**src/sv/assert_macros.svh**
```systemverilog
// Assertion macros shared by the go-back-n sender modules.
`ifndef ASSERT_MACROS_SVH
`define ASSERT_MACROS_SVH

// A property that must hold at every clock edge outside reset.
`define GBN_CHECK(name, clk, rst_n, prop) \
    name: assert property (@(posedge clk) disable iff (!rst_n) (prop)) \
        else $error("assertion failed");

// A condition that must be followed by another in the next cycle.
`define GBN_NEXT(name, clk, rst_n, ante, cons) \
    name: assert property (@(posedge clk) disable iff (!rst_n) (ante) |=> (cons)) \
        else $error("assertion failed");

`endif

```
**src/sv/gbn_pkg.sv**
```systemverilog
// Shared constants, codes and controller/datapath interface types.
package gbn_pkg;

    localparam int DEPTH        = 32;
    localparam int WINDOW       = 8;
    localparam int PACKET_BYTES = 1024;
    localparam int IDX_W        = $clog2(DEPTH);
    localparam int CNT_W        = $clog2(DEPTH + 1);
    localparam int LEN_W        = 11;
    localparam int SEQ_W        = 32;
    localparam int TIME_W       = 32;
    localparam int LIMIT_W      = 8;
    localparam int DESC_W       = SEQ_W + LEN_W + 1;
    localparam int REG_IDX_W    = 2;

    localparam logic [1:0] CMD_DATA = 2'd0;
    localparam logic [1:0] CMD_FIN  = 2'd1;
    localparam logic [1:0] CMD_ACK  = 2'd2;
    localparam logic [1:0] CMD_TICK = 2'd3;

    localparam logic [1:0] ST_OK       = 2'd0;
    localparam logic [1:0] ST_FULL     = 2'd1;
    localparam logic [1:0] ST_FIN_BUSY = 2'd2;
    localparam logic [1:0] ST_CLOSED   = 2'd3;

    localparam logic [REG_IDX_W-1:0] REG_TIMEOUT = 2'd0;
    localparam logic [REG_IDX_W-1:0] REG_RETRY   = 2'd1;
    localparam logic [REG_IDX_W-1:0] REG_ISEQ    = 2'd2;

    localparam logic [TIME_W-1:0]  TIMEOUT_RST = 32'd1000;
    localparam logic [LIMIT_W-1:0] RETRY_RST   = 8'd5;

    typedef struct packed {
        logic             latch;
        logic             push;
        logic             tick;
        logic             emit_push;
        logic             emit_rd;
        logic             emit_status;
        logic             bump_retry;
        logic             set_closed;
        logic             apply_pop;
        logic [IDX_W-1:0] rd_ofs;
        logic [1:0]       status;
        logic [CNT_W-1:0] flight;
        logic [CNT_W-1:0] pop;
    } t_dp_cmd;

    typedef struct packed {
        logic [1:0]       cmd;
        logic             len_zero;
        logic [CNT_W-1:0] count;
        logic             closed;
        logic             ack_close;
        logic             ack_above;
        logic             timed_out;
        logic             rd_fin;
        logic             retry_hit;
    } t_dp_stat;

endpackage

```
**src/sv/gbn_ram.sv**
```systemverilog
// Generic single-write, single-read RAM with registered read data.
module gbn_ram #(
    parameter int WIDTH = 8,
    parameter int DEPTH = 32
) (
    input  logic                     i_clk,
    input  logic                     i_we,
    input  logic [$clog2(DEPTH)-1:0] i_waddr,
    input  logic [WIDTH-1:0]         i_wdata,
    input  logic [$clog2(DEPTH)-1:0] i_raddr,
    output logic [WIDTH-1:0]         o_rdata
);
    logic [WIDTH-1:0] r_mem [DEPTH];
    logic [WIDTH-1:0] r_rdata;

    always_ff @(posedge i_clk) begin
        if (i_we) begin
            r_mem[i_waddr] <= i_wdata;
        end
        r_rdata <= r_mem[i_raddr];
    end

    assign o_rdata = r_rdata;
endmodule

```
**src/sv/gbn_ctrl.sv**
```systemverilog
// Sequencing state machine of the go-back-n sender.
`include "assert_macros.svh"

module gbn_ctrl (
    input  logic             i_clk,
    input  logic             i_rst_n,
    input  logic             i_start,
    output logic             o_busy,
    input  gbn_pkg::t_dp_stat i_stat,
    output gbn_pkg::t_dp_cmd  o_cmd
);
    import gbn_pkg::*;

    typedef enum logic [2:0] {
        S_IDLE, S_DISPATCH, S_SCAN, S_TCHK, S_EMIT, S_FINISH
    } t_state;

    t_state           r_state, n_state;
    logic [1:0]       r_st, n_st;
    logic [CNT_W-1:0] r_flight, n_flight;
    logic [CNT_W-1:0] r_pop, n_pop;
    logic             r_close, n_close;
    logic [CNT_W-1:0] r_i, n_i;
    logic [CNT_W-1:0] r_j, n_j;
    logic [CNT_W-1:0] r_n, n_n;
    logic [IDX_W-1:0] r_base, n_base;
    logic [CNT_W-1:0] pops, over, edge_n, nxt;
    logic             scan_done, fin_close;
    t_dp_cmd          cmd;

    always_comb begin
        n_state  = r_state;
        n_st     = r_st;
        n_flight = r_flight;
        n_pop    = r_pop;
        n_close  = r_close;
        n_i      = r_i;
        n_j      = r_j;
        n_n      = r_n;
        n_base   = r_base;
        cmd      = '0;
        scan_done = 1'b0;
        pops      = r_i;
        nxt       = r_i + CNT_W'(1);
        fin_close = i_stat.rd_fin && i_stat.retry_hit;
        over      = (i_stat.count > CNT_W'(WINDOW)) ? i_stat.count - CNT_W'(WINDOW) : '0;
        edge_n    = '0;
        case (r_state)
            S_IDLE: begin
                if (i_start) begin
                    cmd.latch = 1'b1;
                    n_state   = S_DISPATCH;
                end
            end
            S_DISPATCH: begin
                n_st     = ST_OK;
                n_flight = i_stat.count;
                n_pop    = '0;
                n_close  = 1'b0;
                n_state  = S_FINISH;
                if (i_stat.closed) begin
                    n_st = ST_CLOSED;
                end else begin
                    case (i_stat.cmd)
                        CMD_DATA: begin
                            if (i_stat.len_zero) begin
                                n_st = ST_OK;
                            end else if (i_stat.count >= CNT_W'(DEPTH)) begin
                                n_st = ST_FULL;
                            end else begin
                                cmd.push      = 1'b1;
                                cmd.emit_push = i_stat.count < CNT_W'(WINDOW);
                                cmd.flight    = i_stat.count + CNT_W'(1);
                                n_flight      = i_stat.count + CNT_W'(1);
                            end
                        end
                        CMD_FIN: begin
                            if (i_stat.count != '0) begin
                                n_st = ST_FIN_BUSY;
                            end else begin
                                cmd.push      = 1'b1;
                                cmd.emit_push = 1'b1;
                                cmd.flight    = CNT_W'(1);
                                n_flight      = CNT_W'(1);
                            end
                        end
                        CMD_ACK: begin
                            if (i_stat.ack_close) begin
                                n_pop    = CNT_W'(i_stat.count != '0);
                                n_close  = 1'b1;
                                n_st     = ST_CLOSED;
                                n_flight = i_stat.count - CNT_W'(i_stat.count != '0);
                            end else if (i_stat.count != '0) begin
                                n_i     = '0;
                                n_state = S_SCAN;
                            end
                        end
                        default: begin
                            cmd.tick = 1'b1;
                            if (i_stat.count != '0) begin
                                n_state = S_TCHK;
                            end
                        end
                    endcase
                end
            end
            S_SCAN: begin
                // The read data belongs to the entry at offset r_i from the head.
                if (i_stat.ack_above) begin
                    if (nxt == i_stat.count) begin
                        scan_done = 1'b1;
                        pops      = nxt;
                    end else begin
                        n_i        = nxt;
                        cmd.rd_ofs = nxt[IDX_W-1:0];
                    end
                end else begin
                    scan_done = 1'b1;
                    pops      = r_i;
                end
                if (scan_done) begin
                    edge_n   = (pops < over) ? pops : over;
                    n_pop    = pops;
                    n_flight = i_stat.count - pops;
                    n_base   = IDX_W'(WINDOW);
                    n_j      = '0;
                    n_n      = edge_n;
                    if (edge_n != '0) begin
                        cmd.rd_ofs = IDX_W'(WINDOW);
                        n_state    = S_EMIT;
                    end else begin
                        n_state = S_FINISH;
                    end
                end
            end
            S_TCHK: begin
                n_state = S_FINISH;
                if (i_stat.timed_out) begin
                    cmd.bump_retry = i_stat.rd_fin;
                    n_close  = fin_close;
                    n_pop    = CNT_W'(fin_close);
                    n_flight = i_stat.count - CNT_W'(fin_close);
                    n_st     = fin_close ? ST_CLOSED : ST_OK;
                    n_n      = (i_stat.count < CNT_W'(WINDOW)) ? i_stat.count : CNT_W'(WINDOW);
                    n_base   = '0;
                    n_j      = '0;
                    cmd.rd_ofs = '0;
                    n_state  = S_EMIT;
                end
            end
            S_EMIT: begin
                cmd.emit_rd = 1'b1;
                cmd.flight  = r_flight;
                if (r_j + CNT_W'(1) < r_n) begin
                    n_j        = r_j + CNT_W'(1);
                    cmd.rd_ofs = r_base + IDX_W'(r_j + CNT_W'(1));
                end else begin
                    n_state = S_FINISH;
                end
            end
            S_FINISH: begin
                cmd.emit_status = 1'b1;
                cmd.status      = r_st;
                cmd.flight      = r_flight;
                cmd.apply_pop   = 1'b1;
                cmd.pop         = r_pop;
                cmd.set_closed  = r_close;
                n_state         = S_IDLE;
            end
            default: n_state = S_IDLE;
        endcase
    end

    always_ff @(posedge i_clk) begin
        if (!i_rst_n) begin
            r_state <= S_IDLE;
        end else begin
            r_state <= n_state;
        end
        r_st     <= n_st;
        r_flight <= n_flight;
        r_pop    <= n_pop;
        r_close  <= n_close;
        r_i      <= n_i;
        r_j      <= n_j;
        r_n      <= n_n;
        r_base   <= n_base;
    end

    assign o_busy = (r_state != S_IDLE);
    assign o_cmd  = cmd;

    `GBN_NEXT(a_start_busy, i_clk, i_rst_n, i_start && !o_busy, r_state == S_DISPATCH)
    `GBN_CHECK(a_emit_range, i_clk, i_rst_n, r_state != S_EMIT || r_j < r_n)
endmodule

```
**src/sv/gbn_dp.sv**
```systemverilog
// Datapath: ring descriptors, window state, configuration and result register.
`include "assert_macros.svh"

module gbn_dp (
    input  logic                          i_clk,
    input  logic                          i_rst_n,
    input  logic                          i_cfg_valid,
    output logic                          o_cfg_ready,
    input  logic [gbn_pkg::REG_IDX_W-1:0] i_cfg_index,
    input  logic [31:0]                   i_cfg_data,
    input  logic [1:0]                    i_command,
    input  logic [gbn_pkg::LEN_W-1:0]     i_length,
    input  logic [gbn_pkg::SEQ_W-1:0]     i_ack_number,
    input  logic                          i_ack_fin,
    input  gbn_pkg::t_dp_cmd              i_cmd,
    output gbn_pkg::t_dp_stat             o_stat,
    output logic                          o_valid,
    output logic                          o_kind,
    output logic [gbn_pkg::IDX_W-1:0]     o_slot,
    output logic [gbn_pkg::SEQ_W-1:0]     o_seq,
    output logic [gbn_pkg::LEN_W-1:0]     o_pkt_length,
    output logic                          o_pkt_fin,
    output logic [1:0]                    o_status,
    output logic [gbn_pkg::CNT_W-1:0]     o_in_flight,
    output logic                          o_last
);
    import gbn_pkg::*;

    logic [IDX_W-1:0]   r_head;
    logic [CNT_W-1:0]   r_count;
    logic [SEQ_W-1:0]   r_next_seq;
    logic [TIME_W-1:0]  r_now;
    logic [LIMIT_W-1:0] r_retries;
    logic               r_closed;
    logic [TIME_W-1:0]  r_timeout;
    logic [LIMIT_W-1:0] r_limit;
    logic [1:0]         r_cmd;
    logic [LEN_W-1:0]   r_len;
    logic [SEQ_W-1:0]   r_ack;
    logic               r_ack_fin;
    logic [IDX_W-1:0]   r_rd_slot;
    logic               r_valid;
    logic               r_kind, r_fin, r_last;
    logic [IDX_W-1:0]   r_slot;
    logic [SEQ_W-1:0]   r_seq;
    logic [LEN_W-1:0]   r_olen;
    logic [1:0]         r_status;
    logic [CNT_W-1:0]   r_flight;

    logic [IDX_W-1:0]   tail, rd_addr, t_waddr;
    logic [DESC_W-1:0]  desc_wdata, desc_rdata;
    logic [TIME_W-1:0]  time_rdata;
    logic [LEN_W-1:0]   push_len, clip_len;
    logic [LIMIT_W-1:0] retry_sat;
    logic               push_fin, t_we;

    assign tail      = r_head + r_count[IDX_W-1:0];
    assign rd_addr   = r_head + i_cmd.rd_ofs;
    assign push_fin  = (r_cmd == CMD_FIN);
    assign push_len  = push_fin ? '0 : r_len;
    assign desc_wdata = {r_next_seq, push_len, push_fin};
    assign t_we      = i_cmd.push || i_cmd.emit_rd;
    assign t_waddr   = i_cmd.push ? tail : r_rd_slot;
    assign clip_len  = (i_length > LEN_W'(PACKET_BYTES)) ? LEN_W'(PACKET_BYTES) : i_length;
    assign retry_sat = (r_retries == '1) ? r_retries : r_retries + LIMIT_W'(1);

    gbn_ram #(.WIDTH(DESC_W), .DEPTH(DEPTH)) u_desc_ram (
        .i_clk   (i_clk),
        .i_we    (i_cmd.push),
        .i_waddr (tail),
        .i_wdata (desc_wdata),
        .i_raddr (rd_addr),
        .o_rdata (desc_rdata)
    );

    gbn_ram #(.WIDTH(TIME_W), .DEPTH(DEPTH)) u_time_ram (
        .i_clk   (i_clk),
        .i_we    (t_we),
        .i_waddr (t_waddr),
        .i_wdata (r_now),
        .i_raddr (rd_addr),
        .o_rdata (time_rdata)
    );

    always_comb begin
        o_stat.cmd       = r_cmd;
        o_stat.len_zero  = (r_len == '0);
        o_stat.count     = r_count;
        o_stat.closed    = r_closed;
        o_stat.ack_close = r_ack_fin && (r_ack == r_next_seq);
        o_stat.ack_above = r_ack > desc_rdata[DESC_W-1 -: SEQ_W];
        o_stat.timed_out = (r_now - time_rdata) >= r_timeout;
        o_stat.rd_fin    = desc_rdata[0];
        o_stat.retry_hit = retry_sat >= r_limit;
    end

    always_ff @(posedge i_clk) begin
        if (!i_rst_n) begin
            r_head     <= '0;
            r_count    <= '0;
            r_next_seq <= '0;
            r_now      <= '0;
            r_retries  <= '0;
            r_closed   <= 1'b0;
            r_timeout  <= TIMEOUT_RST;
            r_limit    <= RETRY_RST;
            r_valid    <= 1'b0;
        end else begin
            r_valid <= i_cmd.emit_push || i_cmd.emit_rd || i_cmd.emit_status;
            if (i_cfg_valid) begin
                case (i_cfg_index)
                    REG_TIMEOUT: r_timeout  <= i_cfg_data;
                    REG_RETRY:   r_limit    <= i_cfg_data[LIMIT_W-1:0];
                    REG_ISEQ:    r_next_seq <= i_cfg_data;
                    default: ;
                endcase
            end
            if (i_cmd.push) begin
                r_next_seq <= r_next_seq + SEQ_W'(1);
                r_count    <= r_count + CNT_W'(1);
            end
            if (i_cmd.apply_pop) begin
                r_head  <= r_head + i_cmd.pop[IDX_W-1:0];
                r_count <= r_count - i_cmd.pop;
            end
            if (i_cmd.tick) begin
                r_now <= r_now + TIME_W'(1);
            end
            if (i_cmd.bump_retry) begin
                r_retries <= retry_sat;
            end
            if (i_cmd.set_closed) begin
                r_closed <= 1'b1;
            end
        end
    end

    always_ff @(posedge i_clk) begin
        r_rd_slot <= rd_addr;
        if (i_cmd.latch) begin
            r_cmd     <= i_command;
            r_len     <= clip_len;
            r_ack     <= i_ack_number;
            r_ack_fin <= i_ack_fin;
        end
        if (i_cmd.emit_push) begin
            r_kind   <= 1'b0;
            r_slot   <= tail;
            r_seq    <= r_next_seq;
            r_olen   <= push_len;
            r_fin    <= push_fin;
            r_status <= ST_OK;
            r_flight <= i_cmd.flight;
            r_last   <= 1'b0;
        end else if (i_cmd.emit_rd) begin
            r_kind   <= 1'b0;
            r_slot   <= r_rd_slot;
            r_seq    <= desc_rdata[DESC_W-1 -: SEQ_W];
            r_olen   <= desc_rdata[LEN_W:1];
            r_fin    <= desc_rdata[0];
            r_status <= ST_OK;
            r_flight <= i_cmd.flight;
            r_last   <= 1'b0;
        end else if (i_cmd.emit_status) begin
            r_kind   <= 1'b1;
            r_slot   <= '0;
            r_seq    <= '0;
            r_olen   <= '0;
            r_fin    <= 1'b0;
            r_status <= i_cmd.status;
            r_flight <= i_cmd.flight;
            r_last   <= 1'b1;
        end
    end

    assign o_cfg_ready  = 1'b1;
    assign o_valid      = r_valid;
    assign o_kind       = r_kind;
    assign o_slot       = r_slot;
    assign o_seq        = r_seq;
    assign o_pkt_length = r_olen;
    assign o_pkt_fin    = r_fin;
    assign o_status     = r_status;
    assign o_in_flight  = r_flight;
    assign o_last       = r_last;

    `GBN_CHECK(a_count_range, i_clk, i_rst_n, r_count <= CNT_W'(DEPTH))
    `GBN_NEXT(a_closed_sticky, i_clk, i_rst_n, r_closed, r_closed)
endmodule

```
**src/sv/go_back_n_sender_window.sv**
```systemverilog
// Go-back-n sender window over a 32-slot descriptor ring. A command is taken when start is
// high and busy is low; its results come out one per cycle on o_valid, the final one a status
// item with o_last set, and the receiver cannot stall them. Data and FIN enqueues pass through
// the dispatch and finish states, the finish state sending the status item. An acknowledgement
// that does not close the sender walks the ring from the head one entry per cycle to find what
// it retires, then sends one new window edge per cycle. A tick that times out the head resends
// up to eight window slots, one per cycle through the descriptor memory read port. No clearing
// pass follows reset.
module go_back_n_sender_window (
    input  logic                          i_clk,
    input  logic                          i_rst_n,
    input  logic                          start,
    output logic                          busy,
    input  logic                          i_cfg_valid,
    output logic                          o_cfg_ready,
    input  logic [gbn_pkg::REG_IDX_W-1:0] i_cfg_index,
    input  logic [31:0]                   i_cfg_data,
    input  logic [1:0]                    i_command,
    input  logic [gbn_pkg::LEN_W-1:0]     i_length,
    input  logic [gbn_pkg::SEQ_W-1:0]     i_ack_number,
    input  logic                          i_ack_fin,
    output logic                          o_valid,
    output logic                          o_kind,
    output logic [gbn_pkg::IDX_W-1:0]     o_slot,
    output logic [gbn_pkg::SEQ_W-1:0]     o_seq,
    output logic [gbn_pkg::LEN_W-1:0]     o_pkt_length,
    output logic                          o_pkt_fin,
    output logic [1:0]                    o_status,
    output logic [gbn_pkg::CNT_W-1:0]     o_in_flight,
    output logic                          o_last
);
    import gbn_pkg::*;

    t_dp_cmd  dp_cmd;
    t_dp_stat dp_stat;

    gbn_ctrl u_ctrl (
        .i_clk   (i_clk),
        .i_rst_n (i_rst_n),
        .i_start (start),
        .o_busy  (busy),
        .i_stat  (dp_stat),
        .o_cmd   (dp_cmd)
    );

    gbn_dp u_dp (
        .i_clk        (i_clk),
        .i_rst_n      (i_rst_n),
        .i_cfg_valid  (i_cfg_valid),
        .o_cfg_ready  (o_cfg_ready),
        .i_cfg_index  (i_cfg_index),
        .i_cfg_data   (i_cfg_data),
        .i_command    (i_command),
        .i_length     (i_length),
        .i_ack_number (i_ack_number),
        .i_ack_fin    (i_ack_fin),
        .i_cmd        (dp_cmd),
        .o_stat       (dp_stat),
        .o_valid      (o_valid),
        .o_kind       (o_kind),
        .o_slot       (o_slot),
        .o_seq        (o_seq),
        .o_pkt_length (o_pkt_length),
        .o_pkt_fin    (o_pkt_fin),
        .o_status     (o_status),
        .o_in_flight  (o_in_flight),
        .o_last       (o_last)
    );
endmodule
```
**config.mk**
```make
export PLATFORM = sky130hd
export DESIGN_NAME = go_back_n_sender_window
export DESIGN_NICKNAME = d
export VERILOG_FILES = /design/src/sv/gbn_pkg.sv /design/src/sv/gbn_ram.sv /design/src/sv/gbn_ctrl.sv /design/src/sv/gbn_dp.sv /design/src/sv/go_back_n_sender_window.sv
export VERILOG_INCLUDE_DIRS = /design/src /design/src/sv
export SDC_FILE = /design/constraint.sdc
export NUM_CORES = 2
export LEC_CHECK = 0
export ABC_AREA = 1
export ABC_CLOCK_PERIOD_IN_PS = 6500
export BUFFER_PORTS_ARGS = -buffer_cell sky130_fd_sc_hd__buf_2
export CAP_MARGIN = 30
export CORE_MARGIN = 8
export CORE_UTILIZATION = 45
export DETAILED_ROUTE_END_ITERATION = 8
export PLACE_DENSITY = 0.69
export SYNTH_ARGS = -nofsm -noshare
export SYNTH_HDL_FRONTEND = slang
export SYNTH_SLANG_ARGS = --single-unit
```
**constraint.sdc**
```tcl
create_clock -name i_clk -period 6.5 [get_ports i_clk]
set_input_delay 0 -clock i_clk [delete_from_list [all_inputs] [get_ports i_clk]]
set_output_delay 0 -clock i_clk [all_outputs]
set_load 0.01 [all_outputs]
```
==> key figures <==
Status
  • Run status: finished clean

Min path
  • Min-Delay Path Depth: 4
  • Type of the worst min-delay path: input pin to register
  • Hold EP: u_dp.r_next_seq[24]
  • Min-delay src: i_cfg_data[24]

Yosys
  • Mapped Area: 113300 µm²
  • Synth cell types: 74
  • Sequential-to-total area share from yosys stat: a little under three quarters
  • Async set or reset register ratio after synthesis: 0%
  • Post-synthesis net count: between 9000 and 10000
  • Number of instances in the synthesized netlist: around 9000
  • Mean instance size in the synthesized netlist: 12.56 µm²
  • Ys Warns: 0
  • Most used flip-flop cell after synthesis: sky130_fd_sc_hd__edfxtp_1
  • Seq cells post-synth: 2779
  • Number of synthesized flops with an enable pin: approximately 2600

Setup path
  • Crit. End Element: register
  • Worst-path cell with the longest stage delay: sky130_fd_sc_hd__fa_4
  • Kind of cell adding the most delay to the critical path: simple AND/OR/NAND/NOR gates
  • Data required, critical path: 7.28 ns
  • R2R cell count: 39
  • Reg-to-reg critical path startpoint: u_dp.u_desc_ram.o_rdata[34]
  • End of the worst register-to-register path: u_dp.u_desc_ram.o_rdata[12]
  • Launching instance or port of the critical path: u_dp.u_desc_ram.o_rdata[34]
  • Critical Path Max Stage Delay: 0.83 ns
  • Setup slack of the most critical reg-to-reg path: between 0.04 and 0.05 ns
  • Launching element type of the critical path: register
  • Data arrival time of the critical path: 7.24 ns
  • Critical path type: register to register
  • Buffer and inverter count on the worst path: 9
  • Max Fanout on Critical Path: 8
  • Number of logic stages on the critical path including buffering: 39

Route
  • 1st-pass router iterations: 6
  • Post-detailed-route count of antenna-violating nets: 0
  • Total detailed-routing wirelength: between 300000 and 400000 µm
  • Average wire per cell in the routed design: 27.90 µm
  • Number of DRC violations after detailed routing: 0
  • DRC marker count from the first detailed-route iteration: 13030
  • Via count: between 80000 and 90000
  • Mean number of vias per cell: 6.216

Timing
  • Tightest slew margin relative to the limit: roughly a third
  • Setup tns final: 0 ns
  • Tmin final: 6.452 ns
  • Highest achievable clock rate: approximately 150 MHz
  • Number of endpoints failing setup at the final stage: 0
  • RSZ-0062 raised after global routing: true
  • Final Max Tran Viols: 0
  • Ratio of final minimum period to clock period: 99.27%
  • Clock Skew: between 0.05 and 0.06 ns
  • Final worst-path setup slack: 0.04770 ns
  • Final Hold Violating Endpoints: 0
  • Actual transition at the worst max-transition pin: 1.013 ns

Floorplan
  • Overall die area: 268200 µm²
  • Num ports: roughly 150
  • Effective utilization at floorplan: 45.16%
  • Area of the core: 250900 µm²
  • Height of the die: slightly above 500 µm
  • FP Rows: roughly 180
  • Chip Width: 517.8 µm

Layout
  • Core occupancy in the finished layout: 53.98%
  • Nets@finish: 9923
  • Sequential cell area: 81340 µm²
  • Layout cell share with drive strength beyond 1: 14.70%
  • Multi-input gate area in the final layout: about 29000 µm²
  • Area Growth Syn to Fin: 19.53%
  • Number of fillers in the final layout: 20010

Placed design
  • Pre-CTS setup slack: -0.5594 ns
  • Placer's final routability congestion estimate: between 0.9 and 1
  • Port Buf Inserts: 144
  • Half-perimeter wire length after detailed placement: slightly above 200000 µm

Global route
  • Initial antenna violation count: 25
  • Largest net degree at the start of global routing: 139
  • Total congestion overflow: 0
  • Global-route wire length before repair: 517700 µm
  • Vias in the first global route: 76970
  • GRT Overall Usage: between 20% and 30%

CTS
  • Clock transition at the registers of the reported paths: roughly 0.07 ns
  • CTS Root Buffer Type: sky130_fd_sc_hd__clkbuf_16
  • Count of clock tree sinks: 2779
  • Maximum level of the CTS H-tree: 5
  • Worst skew pair latency: 0.95 ns
  • TritonCTS clock tree: built
  • Number of buffers created by CTS: 287
  • CTS Buffer Depth: 4

Flow run
  • Max_cap viols: 0

Pwr
  • Leakage power of the design: 46.93 nW
  • IR drop worst, VDD: 0.3277 mV
  • Power density normalized to cell area: 403.5 nW/µm²
-- final cells by class --
class | count | area share [%]
Sequential cell | 2779 | 60.05
Multi-Input combinational cell | 5298 | 21.72
Timing Repair Buffer | 948 | 7.496
Clock buffer | 374 | 5.791
Tap cell | 3348 | 3.092
Inverter | 367 | 1.057
Clock inverter | 127 | 0.7482
Antenna cell | 14 | 0.02586
Timing Repair inverter | 2 | 0.01847
-- metal layers --
metal  track usage (%)  part of all wire (%)  vias up
met1             34.18                    37    40310
met5                 0                 0.037        -
met4             12.19                   5.6       22
met2             39.92                    45     5942
li1                  -                     -    34970
met3             5.336                    12     1164
-- synth_stat cells, types with 13 or more instances --
cell type / n / share of area (%)
sky130_fd_sc_hd__o211ai_1: 79 / 0.52
sky130_fd_sc_hd__edfxtp_1: 2567 / 68
sky130_fd_sc_hd__nand2_1: 654 / 2.2
sky130_fd_sc_hd__clkbuf_1: 502 / 1.7
sky130_fd_sc_hd__nand4_1: 40 / 0.22
sky130_fd_sc_hd__inv_2: 15 / 0.050
sky130_fd_sc_hd__o21a_1: 15 / 0.099
sky130_fd_sc_hd__dfxtp_1: 212 / 3.7
sky130_fd_sc_hd__inv_1: 348 / 1.2
sky130_fd_sc_hd__a221oi_1: 15 / 0.12
sky130_fd_sc_hd__nand3_1: 124 / 0.55
sky130_fd_sc_hd__a21o_1: 13 / 0.086
sky130_fd_sc_hd__a21oi_1: 341 / 1.5
sky130_fd_sc_hd__nor2_1: 1392 / 4.6
sky130_fd_sc_hd__o221ai_1: 326 / 2.5
sky130_fd_sc_hd__a221o_1: 49 / 0.43
sky130_fd_sc_hd__xnor2_1: 29 / 0.22
sky130_fd_sc_hd__o21ai_1: 38 / 0.17
sky130_fd_sc_hd__o22ai_1: 257 / 1.4
sky130_fd_sc_hd__nor3_1: 44 / 0.19
sky130_fd_sc_hd__ha_1: 150 / 1.7
sky130_fd_sc_hd__buf_1: 26 / 0.086
sky130_fd_sc_hd__buf_2: 39 / 0.17
sky130_fd_sc_hd__a211oi_1: 16 / 0.11
sky130_fd_sc_hd__o21ai_0: 1422 / 6.3
sky130_fd_sc_hd__a31oi_1: 96 / 0.53
sky130_fd_sc_hd__xor2_1: 74 / 0.57
-- per-stage QoR --
stage | instances | power (mW) | hold WS [ns] | cell area (µm²)
2_1_floorplan | 9023 | 30.20 | 0.09887 | 113300
3_3_place_gp | 12470 | 36.76 | 0.1794 | 122500
3_5_place_dp | 12480 | 37.10 | 0.1782 | 122700
4_1_cts | 13150 | 52.99 | 0.0001627 | 133400
5_1_grt | 13250 | 56.50 | 0.05698 | 135400
6_report | 13260 | 54.65 | 0.04840 | 135500
-- power breakdown --
| group | total, mW | internal, mW | leakage (nW) | switching, mW |
|---|---|---|---|---|
| sequential | 21.4 | 20.8 | 25.3 | 0.562 |
| clock | 15.8 | 9.03 | 4.31 | 6.81 |
| combinational | 17.5 | 6.21 | 17.3 | 11.2 |
-- sequential cells by signal (all words and copies together) (netlist names), 6 cells and up --
name	count
u_dp.r_retries	8
u_ctrl.r_pop	6
u_dp.o_seq	32
u_dp.r_timeout	32
u_dp.r_limit	8
u_dp.u_time_ram.r_mem	1024
u_ctrl.r_flight	6
u_dp.u_desc_ram.o_rdata	44
u_dp.r_len	11
u_ctrl.r_n	6
u_dp.r_count	6
u_dp.u_time_ram.o_rdata	32
u_dp.r_next_seq	32
u_dp.u_desc_ram.r_mem	1408
u_dp.r_now	32
u_dp.r_ack	32
u_ctrl.r_j	6
u_dp.o_pkt_length	11
u_ctrl.r_i	6
u_dp.o_in_flight	6
-- what timing repair did --
action	4_1_cts	5_1_grt
endpoints found under the hold margin	212	0
hold buffers	165	0
setup endpoints to repair	25	76
gates resized for setup	36	225
setup buffers	2	58
gates cloned	2	35
pin swaps	6	102
-- how the worst max path moves through the flow --
stage / endpoint / slack [ns]
floorplan: u_dp.u_time_ram.o_rdata[11] / 0.66
global placement: u_dp.u_desc_ram.o_rdata[31] / -0.66
detailed placement: u_dp.u_desc_ram.o_rdata[36] / -0.56
CTS: u_dp.u_desc_ram.o_rdata[33] / -0.02
global route: u_dp.u_desc_ram.o_rdata[36] / -0.15
finish: u_dp.u_desc_ram.o_rdata[12] / 0.05
-- cells in the final DEF, fill, tap and decap left out, drive strengths merged, types with 17 or more instances in the layout --
master and n:
a21oi 341, inv 373, dfxtp 212, clkbuf 402, o21ai 1462, dlygate4sd3 165, ha 150, nand4 41
buf 754, nor3 52, xor2 74, clkinvlp 18, xnor2 30, a221o 49, o22ai 257, nand2 658
a31oi 96, clkinv 92, nor4 17, o221ai 326, edfxtp 2567, nand3 128, nor2 1404, o211ai 80
-- worst register-to-register path: cells and delay by family (launching register included) --
kind,cells,cell delay [ns]
and+or+nand+nor,19,1.70
adders and majority gates,4,1.64
AOI/OAI and AO/OA,7,1.30
buffers and inverters,9,1.29
DFF,1,0.38
-- logic make-up (layout without fill, tap and decap cells) --
| logic type | count (synthesis) | in the layout | synth area share (%) |
|---|---|---|---|
| XOR/XNOR | 104 | 104 | 0.8104 |
| AND/OR/NAND/NOR | 2322 | 2322 | 8.275 |
| multiplexers | 3 | 3 | 0.02650 |
| AO/OA/AOI/OAI | 2712 | 2712 | 14.13 |
| flip-flops | 2779 | 2779 | 71.76 |
| adder cells (fa/ha/maj) | 156 | 156 | 1.762 |
| other | 1 | 15 | 0.003309 |
| buffers and inverters | 946 | 1818 | 3.231 |
(Power assumes the default switching activity.)
